==> src/lsc_pkg.sv <==
package lsc_pkg;

    localparam int unsigned IDX_W   = 6;
    localparam int unsigned WORD_W  = 16;
    localparam int unsigned NIB_W   = 4;
    localparam int unsigned DRIVE_W = 8;
    localparam int unsigned ISUM_W  = 9;

    localparam logic [DRIVE_W-1:0] MAX_INT_RST = 8'd204;
    localparam logic [DRIVE_W-1:0] INT_SCALE   = 8'd14;
    localparam logic [NIB_W-1:0]   NIB_MAX     = 4'hF;

    typedef enum logic {
        OP_PLAIN = 1'b0,
        OP_MERGE = 1'b1
    } t_op;

endpackage

==> src/lsc_in_if.sv <==
interface lsc_in_if;
    import lsc_pkg::*;

    logic                valid;
    logic                ready;
    logic                operation;
    logic [IDX_W-1:0]    light_index;
    logic [WORD_W-1:0]   color_a;
    logic [WORD_W-1:0]   color_b;

    modport source (output valid, output operation, output light_index,
                    output color_a, output color_b, input ready);
    modport sink   (input valid, input operation, input light_index,
                    input color_a, input color_b, output ready);
endinterface

==> src/lsc_out_if.sv <==
interface lsc_out_if;
    import lsc_pkg::*;

    logic                valid;
    logic                ready;
    logic [IDX_W-1:0]    light_index_res;
    logic [DRIVE_W-1:0]  drive_intensity;
    logic [NIB_W-1:0]    red;
    logic [NIB_W-1:0]    green;
    logic [NIB_W-1:0]    blue;

    modport source (output valid, output light_index_res, output drive_intensity,
                    output red, output green, output blue, input ready);
    modport sink   (input valid, input light_index_res, input drive_intensity,
                    input red, input green, input blue, output ready);
endinterface

==> src/lsc_cfg_if.sv <==
interface lsc_cfg_if;
    import lsc_pkg::*;

    logic                valid;
    logic                ready;
    logic [DRIVE_W-1:0]  data;

    modport source (output valid, output data, input ready);
    modport sink   (input valid, input data, output ready);
endinterface

==> src/led_shadow_color_updater.sv <==
// Shadowed color updater for a string of lights. Each input transfer names a light and a
// color word (plain mode) or two words merged channel by channel with saturation. The block
// keeps a shadow copy of the last word per light and emits a drive command only when the new
// word differs from it. One transfer is taken every cycle unless the pipeline stalls; each
// passes in turn through the shadow memory read stage, the intensity scaling stage and the
// clamp and compare stage. Output back-pressure stalls the pipeline stage by stage, and empty
// stages still take new transfers. The shadow memory needs no clearing pass after reset: one
// valid flag per light marks entries written since reset, and others read as zero.
module led_shadow_color_updater #(
    parameter int unsigned LIGHTS = 64
) (
    input  logic      i_clk,
    input  logic      i_rst_n,
    lsc_cfg_if.sink   i_cfg,
    lsc_in_if.sink    i_in,
    lsc_out_if.source o_res
);
    import lsc_pkg::*;

    localparam int unsigned DEPTH = (LIGHTS < (1 << IDX_W)) ? LIGHTS : (1 << IDX_W);
    localparam int unsigned AW    = (DEPTH > 1) ? $clog2(DEPTH) : 1;

    logic [DRIVE_W-1:0] r_max;

    logic [WORD_W-1:0]  r_mem [DEPTH];
    logic [DEPTH-1:0]   r_mem_vld;

    // Stage A: shadow read.
    logic               r_va;
    logic               r_op_a;
    logic [IDX_W-1:0]   r_idx_a;
    logic [WORD_W-1:0]  r_a_a;
    logic [WORD_W-1:0]  r_b_a;
    logic [WORD_W-1:0]  r_rd_a;
    logic               r_rdv_a;
    logic               r_hit_a;
    logic [WORD_W-1:0]  r_fwd_a;

    // Stage B: scaled intensity and merged channels.
    logic               r_vb;
    logic               r_op_b;
    logic [IDX_W-1:0]   r_idx_b;
    logic [NIB_W-1:0]   r_ia_b;
    logic [ISUM_W-1:0]  r_isum_b;
    logic [NIB_W-1:0]   r_r_b;
    logic [NIB_W-1:0]   r_g_b;
    logic [NIB_W-1:0]   r_bl_b;
    logic [WORD_W-1:0]  r_sh_b;

    // Output register.
    logic               r_vo;
    logic [IDX_W-1:0]   r_idx_o;
    logic [DRIVE_W-1:0] r_drv_o;
    logic [NIB_W-1:0]   r_r_o;
    logic [NIB_W-1:0]   r_g_o;
    logic [NIB_W-1:0]   r_bl_o;

    logic               rdy_o;
    logic               rdy_b;
    logic               rdy_a;
    logic               in_xfer;
    logic               in_range;
    logic [AW-1:0]      in_addr;

    logic [WORD_W-1:0]  sh_a;
    logic [ISUM_W-1:0]  n_isum;
    logic [NIB_W-1:0]   n_r;
    logic [NIB_W-1:0]   n_g;
    logic [NIB_W-1:0]   n_bl;
    logic [DRIVE_W-1:0] sc_a;
    logic [DRIVE_W-1:0] sc_b;
    logic [NIB_W:0]     sum_r;
    logic [NIB_W:0]     sum_g;
    logic [NIB_W:0]     sum_bl;

    logic [DRIVE_W-1:0] drv_b;
    logic [WORD_W-1:0]  word_b;
    logic               diff_b;
    logic               we;
    logic [AW-1:0]      wr_addr;

    assign rdy_o    = !r_vo || o_res.ready;
    assign rdy_b    = !r_vb || rdy_o;
    assign rdy_a    = !r_va || rdy_b;
    assign in_xfer  = i_in.valid && rdy_a;
    assign in_range = ({{(32-IDX_W){1'b0}}, i_in.light_index} < 32'(LIGHTS));
    assign in_addr  = i_in.light_index[AW-1:0];

    assign i_in.ready  = rdy_a;
    assign i_cfg.ready = 1'b1;

    always_ff @(posedge i_clk) begin
        if (!i_rst_n) begin
            r_max <= MAX_INT_RST;
        end else if (i_cfg.valid) begin
            r_max <= i_cfg.data;
        end
    end

    // Stage B combinational: clamp, candidate word and compare.
    always_comb begin
        drv_b   = (r_isum_b > {1'b0, r_max}) ? r_max : r_isum_b[DRIVE_W-1:0];
        word_b  = (t_op'(r_op_b) == OP_MERGE) ? {drv_b[NIB_W-1:0], r_r_b, r_g_b, r_bl_b}
                                              : {r_ia_b, r_r_b, r_g_b, r_bl_b};
        diff_b  = (word_b != r_sh_b);
        we      = r_vb && rdy_o && diff_b;
        wr_addr = r_idx_b[AW-1:0];
    end

    always_ff @(posedge i_clk) begin
        if (in_xfer) begin
            r_rd_a <= r_mem[in_addr];
        end
        if (we) begin
            r_mem[wr_addr] <= word_b;
        end
    end

    always_ff @(posedge i_clk) begin
        if (!i_rst_n) begin
            r_mem_vld <= '0;
        end else if (we) begin
            r_mem_vld[wr_addr] <= 1'b1;
        end
    end

    always_ff @(posedge i_clk) begin
        if (!i_rst_n) begin
            r_va <= 1'b0;
        end else if (rdy_a) begin
            r_va <= i_in.valid && in_range;
        end
    end

    always_ff @(posedge i_clk) begin
        if (in_xfer) begin
            r_op_a  <= i_in.operation;
            r_idx_a <= i_in.light_index;
            r_a_a   <= i_in.color_a;
            r_b_a   <= i_in.color_b;
            r_rdv_a <= r_mem_vld[in_addr];
            r_hit_a <= we && (wr_addr == in_addr);
            r_fwd_a <= word_b;
        end else if (we && (wr_addr == r_idx_a[AW-1:0])) begin
            r_hit_a <= 1'b1;
            r_fwd_a <= word_b;
        end
    end

    // Stage A combinational: current shadow word, scaled intensity, channel merge.
    always_comb begin
        sh_a   = r_hit_a ? r_fwd_a : (r_rdv_a ? r_rd_a : '0);
        sc_a   = {{(DRIVE_W-NIB_W){1'b0}}, r_a_a[15:12]} * INT_SCALE;
        sc_b   = {{(DRIVE_W-NIB_W){1'b0}}, r_b_a[15:12]} * INT_SCALE;
        sum_r  = {1'b0, r_a_a[11:8]} + {1'b0, r_b_a[11:8]};
        sum_g  = {1'b0, r_a_a[7:4]} + {1'b0, r_b_a[7:4]};
        sum_bl = {1'b0, r_a_a[3:0]} + {1'b0, r_b_a[3:0]};
        if (t_op'(r_op_a) == OP_MERGE) begin
            n_isum = {1'b0, sc_a} + {1'b0, sc_b};
            n_r    = sum_r[NIB_W]  ? NIB_MAX : sum_r[NIB_W-1:0];
            n_g    = sum_g[NIB_W]  ? NIB_MAX : sum_g[NIB_W-1:0];
            n_bl   = sum_bl[NIB_W] ? NIB_MAX : sum_bl[NIB_W-1:0];
        end else begin
            n_isum = {1'b0, sc_a};
            n_r    = r_a_a[11:8];
            n_g    = r_a_a[7:4];
            n_bl   = r_a_a[3:0];
        end
    end

    always_ff @(posedge i_clk) begin
        if (!i_rst_n) begin
            r_vb <= 1'b0;
        end else if (rdy_b) begin
            r_vb <= r_va;
        end
    end

    always_ff @(posedge i_clk) begin
        if (rdy_b) begin
            r_op_b   <= r_op_a;
            r_idx_b  <= r_idx_a;
            r_ia_b   <= r_a_a[15:12];
            r_isum_b <= n_isum;
            r_r_b    <= n_r;
            r_g_b    <= n_g;
            r_bl_b   <= n_bl;
            r_sh_b   <= (we && (wr_addr == r_idx_a[AW-1:0])) ? word_b : sh_a;
        end
    end

    always_ff @(posedge i_clk) begin
        if (!i_rst_n) begin
            r_vo <= 1'b0;
        end else if (rdy_o) begin
            r_vo <= r_vb && diff_b;
        end
    end

    always_ff @(posedge i_clk) begin
        if (rdy_o) begin
            r_idx_o <= r_idx_b;
            r_drv_o <= drv_b;
            r_r_o   <= r_r_b;
            r_g_o   <= r_g_b;
            r_bl_o  <= r_bl_b;
        end
    end

    assign o_res.valid           = r_vo;
    assign o_res.light_index_res = r_idx_o;
    assign o_res.drive_intensity = r_drv_o;
    assign o_res.red             = r_r_o;
    assign o_res.green           = r_g_o;
    assign o_res.blue            = r_bl_o;

    a_write_gives_result: assert property (@(posedge i_clk) disable iff (!i_rst_n)
        we |=> r_vo)
        else $error("shadow write without a result");

    a_reset_empties: assert property (@(posedge i_clk)
        !i_rst_n |=> (!r_va && !r_vb && !r_vo))
        else $error("pipeline not empty after reset");

    a_result_in_range: assert property (@(posedge i_clk) disable iff (!i_rst_n)
        r_vo |-> ({{(32-IDX_W){1'b0}}, r_idx_o} < 32'(LIGHTS)))
        else $error("result for a light beyond the string");

    a_unchanged_no_result: assert property (@(posedge i_clk) disable iff (!i_rst_n)
        (r_vb && rdy_o && !diff_b) |=> !r_vo)
        else $error("result for an unchanged word");

endmodule
==> src/flat_wrapper.sv <==
// flat-port wrapper written by rule: the top's interface ports become plain ports
module led_shadow_color_updater_flat import lsc_pkg::*;
#(
    parameter int unsigned LIGHTS = 64
)
  (i_clk, i_rst_n, i_cfg_valid, i_cfg_data, i_cfg_ready, i_in_valid, i_in_operation, i_in_light_index, i_in_color_a, i_in_color_b, i_in_ready, o_res_valid, o_res_light_index_res, o_res_drive_intensity, o_res_red, o_res_green, o_res_blue, o_res_ready);
  lsc_cfg_if i_cfg_i ();
  lsc_in_if i_in_i ();
  lsc_out_if o_res_i ();
  input  logic i_clk;
  input  logic i_rst_n;
  input wire logic [$bits(i_cfg_i.valid)-1:0] i_cfg_valid;
  input wire logic [$bits(i_cfg_i.data)-1:0] i_cfg_data;
  output wire logic [$bits(i_cfg_i.ready)-1:0] i_cfg_ready;
  input wire logic [$bits(i_in_i.valid)-1:0] i_in_valid;
  input wire logic [$bits(i_in_i.operation)-1:0] i_in_operation;
  input wire logic [$bits(i_in_i.light_index)-1:0] i_in_light_index;
  input wire logic [$bits(i_in_i.color_a)-1:0] i_in_color_a;
  input wire logic [$bits(i_in_i.color_b)-1:0] i_in_color_b;
  output wire logic [$bits(i_in_i.ready)-1:0] i_in_ready;
  output wire logic [$bits(o_res_i.valid)-1:0] o_res_valid;
  output wire logic [$bits(o_res_i.light_index_res)-1:0] o_res_light_index_res;
  output wire logic [$bits(o_res_i.drive_intensity)-1:0] o_res_drive_intensity;
  output wire logic [$bits(o_res_i.red)-1:0] o_res_red;
  output wire logic [$bits(o_res_i.green)-1:0] o_res_green;
  output wire logic [$bits(o_res_i.blue)-1:0] o_res_blue;
  input wire logic [$bits(o_res_i.ready)-1:0] o_res_ready;
  assign i_cfg_i.valid = i_cfg_valid;
  assign i_cfg_i.data = i_cfg_data;
  assign i_cfg_ready = i_cfg_i.ready;
  assign i_in_i.valid = i_in_valid;
  assign i_in_i.operation = i_in_operation;
  assign i_in_i.light_index = i_in_light_index;
  assign i_in_i.color_a = i_in_color_a;
  assign i_in_i.color_b = i_in_color_b;
  assign i_in_ready = i_in_i.ready;
  assign o_res_valid = o_res_i.valid;
  assign o_res_light_index_res = o_res_i.light_index_res;
  assign o_res_drive_intensity = o_res_i.drive_intensity;
  assign o_res_red = o_res_i.red;
  assign o_res_green = o_res_i.green;
  assign o_res_blue = o_res_i.blue;
  assign o_res_i.ready = o_res_ready;
  led_shadow_color_updater #(.LIGHTS(LIGHTS)) u_core (.i_clk(i_clk), .i_rst_n(i_rst_n), .i_cfg(i_cfg_i), .i_in(i_in_i), .o_res(o_res_i));
endmodule
==> config.mk <==
export PLATFORM = sky130hd
export DESIGN_NAME = led_shadow_color_updater_flat
export DESIGN_NICKNAME = d
export VERILOG_FILES = /design/src/lsc_pkg.sv /design/src/lsc_in_if.sv /design/src/lsc_out_if.sv /design/src/lsc_cfg_if.sv /design/src/led_shadow_color_updater.sv /design/src/flat_wrapper.sv
export SDC_FILE = /design/constraint.sdc
export NUM_CORES = 1
export LEC_CHECK = 0
export ABC_AREA = 1
export BUFFER_PORTS_ARGS = -buffer_cell sky130_fd_sc_hd__clkbuf_2
export CORE_MARGIN = 2
export CORE_UTILIZATION = 25
export CTS_BUF_LIST = sky130_fd_sc_hd__clkbuf_2 sky130_fd_sc_hd__clkbuf_4 sky130_fd_sc_hd__clkbuf_8
export DETAILED_ROUTE_END_ITERATION = 10
export GPL_TIMING_DRIVEN = 0
export PLACE_DENSITY_LB_ADDON = 0.05
export SLEW_MARGIN = 20
export SYNTH_ARGS = -nofsm -noshare
export SYNTH_HDL_FRONTEND = slang
export SYNTH_SLANG_ARGS = --single-unit
==> constraint.sdc <==
create_clock -name i_clk -period 4.6 [get_ports i_clk]
set_clock_uncertainty 0.2 [all_clocks]
set_input_delay 0.69 -clock i_clk [delete_from_list [all_inputs] [get_ports i_clk]]
set_output_delay 0.69 -clock i_clk [all_outputs]
set_load 0.1 [all_outputs]
**Word-level counts from Yosys, hierarchy flattened**

Memories as Yosys holds them, arrays and structs flattened. A register that Yosys moved wholly into a read port is not among the register bits.
Index checks and enable logic that the tools add are counted.

- Input bits: 52
- Memories kept: 1
- Word-level logic and storage cells: 77
- Register bits: 206
- Memory bits (writable): 1,024
- Output and inout port bits: 29

Memory list:

| memory | depth | width | rd ports | clocked after Yosys merged registers in | write ports | line | text |
|---|---|---|---|---|---|---|---|
| u_core.r_mem | 64 | 16 | 1 | 1 | 1 | led_shadow_color_updater.sv:25 | `logic [WORD_W-1:0] r_mem [DEPTH];` |

- $mul: 2
- Bitwise gates (word level): 1
- Multiplexer cells: 22
- Reduce and logical (&&, ||, !) cells: 14
- Eq/ne operators: 3
- $add $sub $neg: 4
- $lt $le $gt $ge: 4

Operator list:

| cell | number |
|---|---|
| two-way mux 16 bit | 6 |
| bitwise OR 64 bit | 1 |
| two-way mux 4 bit | 6 |
| two-way mux 8 bit | 2 |
| != test 16 bit | 1 |
| adder 4 x 4 -> 5 bit | 3 |
| less-than comparator 6 x 7 -> 1 bit (second input constant) | 2 |
| multiplier 4 x 3 -> 7 bit (second input constant) | 2 |
| == test 6 bit | 2 |
| adder 8 x 8 -> 9 bit | 1 |
| > comparator 9 x 8 -> 1 bit | 1 |
| logical AND 1 bit | 7 |
| binary-select mux 1 bit (select 6 bit) | 1 |
| demux 1 bit (select 6 bit) | 1 |
| >= comparator 6 x 1 -> 1 bit (second input constant) | 1 |
| two-way mux 1 bit | 6 |
| logical NOT 1 bit | 3 |
| logical OR 1 bit | 3 |
| nonzero test 2 bit | 1 |

**Logic depth before layout (Yosys ltp)**

- Depth in word-level cells: 8
- Depth in mapped cells: 20
- Mapped depth without buffers: 18

**Least setup slack after synthesis**

OpenSTA, ideal clock, no wires.

- Kind: flip-flop to flip-flop
- Start: register u_core.r_vo (netlist: u_core.o_res.valid)
- End: register u_core.r_a_a[0] (enable)
- Period minus slack after synthesis: 4.361 ns
- Slack: 0.239 ns
- Stages on the path, launching flop included: 6
- Data arrival time: 3.652 ns
- Setup time: 0.510 ns
- Path buffers: 0
- Required time: 3.890 ns
- Cells stage by stage: dfxtp_1 -> nand2_1 -> nor2_1 -> nand2_1 -> nand2_1 -> inv_1

- Cells in the longest elaborated chain, start to end: 5

RTL lines:

| item | line | text |
|---|---|---|
| start: declaration | led_shadow_color_updater.sv:51 | `logic r_vo;` |
| start signal: assignment | led_shadow_color_updater.sv:196 | `r_vo <= r_vb && diff_b;` |
| logical NOT 1 bit | led_shadow_color_updater.sv:82 | `assign rdy_o = !r_vo \|\| o_res.ready;` |
| logical OR 1 bit | led_shadow_color_updater.sv:82 |  |
| logical OR 1 bit | led_shadow_color_updater.sv:83 | `assign rdy_b = !r_vb \|\| rdy_o;` |
| logical OR 1 bit | led_shadow_color_updater.sv:84 | `assign rdy_a = !r_va \|\| rdy_b;` |
| net i_in_ready | flat_wrapper.sv:20 | `output wire logic [$bits(i_in_i.ready)-1:0] i_in_ready;` |
| logical AND 1 bit | led_shadow_color_updater.sv:85 | `assign in_xfer = i_in.valid && rdy_a;` |
| net u_core.in_xfer | led_shadow_color_updater.sv:61 | `logic in_xfer;` |
| end signal: assignment | led_shadow_color_updater.sv:139 | `r_a_a <= i_in.color_a;` |
| end: declaration | led_shadow_color_updater.sv:32 | `logic [WORD_W-1:0] r_a_a;` |

The timed path passes the listed nets, and every way through them passes these cells.
A chain may end at the register's enable or synchronous reset.

==> results.txt <==
status -> finished with violations
violated checks -> negative setup slack
Compound-Gate Fraction of Synth Area -> 13.0%
Syn Nets -> 4,195
syn_area_per_cell -> 12.5 um2
worst skew pair latency -> 1.00 ns
CP top delay family -> buffers and inverters
worst reg2reg path startpoint -> u_core.r_isum_b[7]$_DFFE_PP_
Async S/R FF share, synth -> 0%
critical-path cell list -> clkbuf_2, inv_1, buf_2, buf_2, buf_2, nor2_1, o22ai_1, o21ai_0, o221ai_1, o211ai_1, nand2_1
placed cell count -> 6,961
Top cell by count, worst path -> buf_2
f_max -> 210 MHz
GPL Wtd Cong -> 0.998
critical path's slowest cell -> o22ai_1
Clock transition at path regs -> 0.06 ns
arrival time at the worst endpoint -> 5.33 ns
fraction of layout cells with a size suffix above 1 -> 16.5%
most frequent cells in the layout -> edfxtp_1, nor2_1, o21ai_0
I/O pins -> 81
number of fill cells -> 20,610
R2R cell count -> 15
commonest non-fill, non-tap cell in the layout -> edfxtp_1
first-pass GRT wire length -> 337,000 um
DRC -> 0
Final Slew Violations -> 0
vias -> 37,438
Cell variety after synth -> 45
Final TNS setup -> -0.418 ns
Root Driver -> clkbuf_8
Die Wd -> 456 um
Ys Warns -> 0
vias in the first global route -> 35,497
gr ovfl total -> 0
Avg Vias per Cell -> 5.02
RSZ-0062 raised after global routing -> false
Routed WL per cell -> 34.3 um
Synth Flop Type -> edfxtp_1
CP Capture Type -> flop
Overall Global Routing Usage -> 24.1%
CP Class -> input port to flop
Startpoint Class -> input port
Reg power frac -> 47.3%
total core area -> 0.203 mm2
CP Capture Point -> u_core.r_rd_a[0]$_DFFE_PP_
fin nets -> 4,684
Crit Path Max Fanout -> 10
Hold-fix buffers, CTS -> 62
TritonCTS buffer count -> 229
combinational power share -> 14.4%
Placement Setup Slack -> -1.00 ns
CTS Sinks -> 1,245
LEAKAGE -> 20.8 nW
drt pass-1 iters -> 8
mux contribution to synthesized area -> 0%
final-report hold violation count -> 0
Final Critical Period -> 4.76 ns
CTS tree -> yes
clock tree buffer depth -> 3
Die Y-Extent -> 456 um
number of port buffers -> 78
r2r endpoint -> u_core.r_mem[13][4]$_DFFE_PP_
WL final -> 255,000 um
largest net degree at the start of global routing -> 49
initial core utilization -> 25.2%
post-DP HPWL -> 188,000 um
CP Depth -> 11
Worst setup startpoint -> i_in_light_index[0]
area grow syn2layout -> 22.2%
Cell Area, Synth -> 0.0510 mm2
Tot Pwr -> 28.1 mW
peak supply drop -> 309 uV
fin worst setup slack -> -0.156 ns
Starting DRT DRC Count -> 4,537
multi-input logic area -> 0.0123 mm2
Post-CTS Setup Inserts -> 0
worst hold path type -> input port to flop
post-route cell area -> 0.0623 mm2
switching share of power -> 29.7%
sequential fraction of the synthesis area -> 71.8%
Clock Power Share -> 38.3%
worst path buffer plus inverter count -> 5
EDFF count, synth -> 1,170
placed cell area -> 0.0572 mm2
Simple-Gate Fraction of Synth Area -> 9.37%
Routed Antenna Nets -> 0
max_slew headroom -> 14.2%
main combinational cell family by area after synthesis -> compound AO/OA/AOI/OAI gates
fin cells -> 7,454
register area -> 0.0366 mm2
H-tree levels -> 4
total of max-cap violations -> 0
power per cell area -> 451 mW/mm2
crit-path max cell delay -> 0.69 ns
Die Area -> 0.208 mm2
Synth Area in Adders -> 1.40%
cells after synthesis -> 4,093
Worst-Margin Slew -> 1.29 ns
P_sw -> 8.34 mW
WHS -> 0.209 ns
reg-to-reg slack, setup -> 0.65 ns
FP Rows -> 165
Int Pwr -> 19.7 mW
Post-Synth XOR/XNOR Area -> 0.344%
initial antenna violation count -> 36
Final Cycle Share -> 103%
#FFs+latches synth -> 1,245
post_cts resized -> 0
setup violators final -> 3
Worst EP required -> 5.18 ns
Final Util -> 30.8%
[Yosys cell counts (7+ instances only)]
cell type,count,area share (%)
dfxtp_1,75,2.9
xnor2_1,15,0.26
edfxtp_1,1170,69
inv_1,214,1.6
nand3_2,63,1.2
o211ai_1,18,0.26
o221ai_1,40,0.69
o311ai_0,8,0.14
o21ai_0,695,6.8
buf_1,20,0.15
nand4_1,20,0.25
o22ai_1,279,3.4
buf_6,7,0.15
ha_1,38,0.93
a21oi_1,105,1.0
clkbuf_1,196,1.4
a21oi_2,15,0.26
buf_2,41,0.40
nor2_1,739,5.4
buf_12,7,0.27
a221oi_1,8,0.14
fa_1,12,0.47
or2_2,10,0.12
nand3_1,65,0.64
nand2_1,190,1.4
[tightest hold or removal path: stages]
cell,delay (ns)
clkbuf_2,0.08
inv_1,0.11
a21oi_1,0.12
nand3_2,0.16
nand2_1,0.08
nand2_1,0.05
[kinds of logic after synthesis]
logic type,after synthesis
adder cells (fa/ha/maj),50
flip-flops,1245
buffers and inverters,491
XOR/XNOR,20
AND/OR/NAND/NOR,1105
AO/OA/AOI/OAI,1181
other,1
[how the worst min path moves through the flow]
stage                                      startpoint                                        end  slack (ns)  cells after the start
floorplan                 u_core.r_idx_b[3]$_DFFE_PP_  u_core.o_res.light_index_res[3]$_DFFE_PN_        0.22                      0
global placement          u_core.r_idx_b[3]$_DFFE_PP_  u_core.o_res.light_index_res[3]$_DFFE_PN_        0.24                      0
detailed placement  u_core.r_mem_vld[22]$_SDFFE_PN0N_          u_core.r_mem_vld[22]$_SDFFE_PN0N_        0.24                      2
CTS                                   i_in_color_a[6]                  u_core.r_a_a[6]$_DFFE_PP_         0.1                      2
global route                          i_in_color_a[7]                  u_core.r_a_a[7]$_DFFE_PP_        0.14                      2
finish                                    o_res_ready                u_core.r_sh_b[15]$_DFFE_PP_        0.21                      6
[metal layers]
layer / track usage [%] / vias to the layer above / wire length, um
li1: - / 16037 / -
met5: 0 / - / 63
met2: 37.2 / 1593 / 113000
met3: 3.94 / 411 / 15900
met4: 8.83 / 10 / 10000
met1: 34.0 / 19387 / 116000
[power groups by stage]
stage / registers [mW] / logic, mW / clock network [mW]
after floorplan: 14.0 / 1.31 / 0
after global placement: 14.2 / 3.06 / 0
after detailed placement: 13.5 / 4.00 / 0
after CTS: 13.3 / 4.05 / 11.0
after global routing: 13.3 / 4.26 / 11.5
final: 13.3 / 4.05 / 10.8
[sequential cells by signal, summed over array words and instances, names as in the netlist, 4 cells and up]
signal	count
u_core.r_r_b	4
u_core.r_a_a	16
u_core.r_fwd_a	16
u_core.r_rd_a	16
u_core.r_isum_b	8
u_core.o_res.red	4
u_core.r_max	8
u_core.r_bl_b	4
u_core.r_g_b	4
u_core.r_idx_b	6
u_core.o_res.drive_intensity	8
u_core.r_sh_b	16
u_core.o_res.green	4
u_core.r_mem	1024
u_core.r_mem_vld	64
u_core.r_b_a	16
u_core.o_res.light_index_res	6
u_core.o_res.blue	4
u_core.r_ia_b	4
u_core.r_idx_a	6
[cell type report]
class | count | area share [%]
tap | 2672 | 5.37
sequential | 1245 | 58.8
antenna | 11 | 0.0442
clock buffer | 324 | 6.27
buffer | 274 | 2.04
timing repair buffer | 258 | 5.47
multi-input combinational | 2357 | 19.8
inverter | 217 | 1.31
clock inverter | 96 | 0.932
No activity file was read; power rests on OpenSTA's default activity.
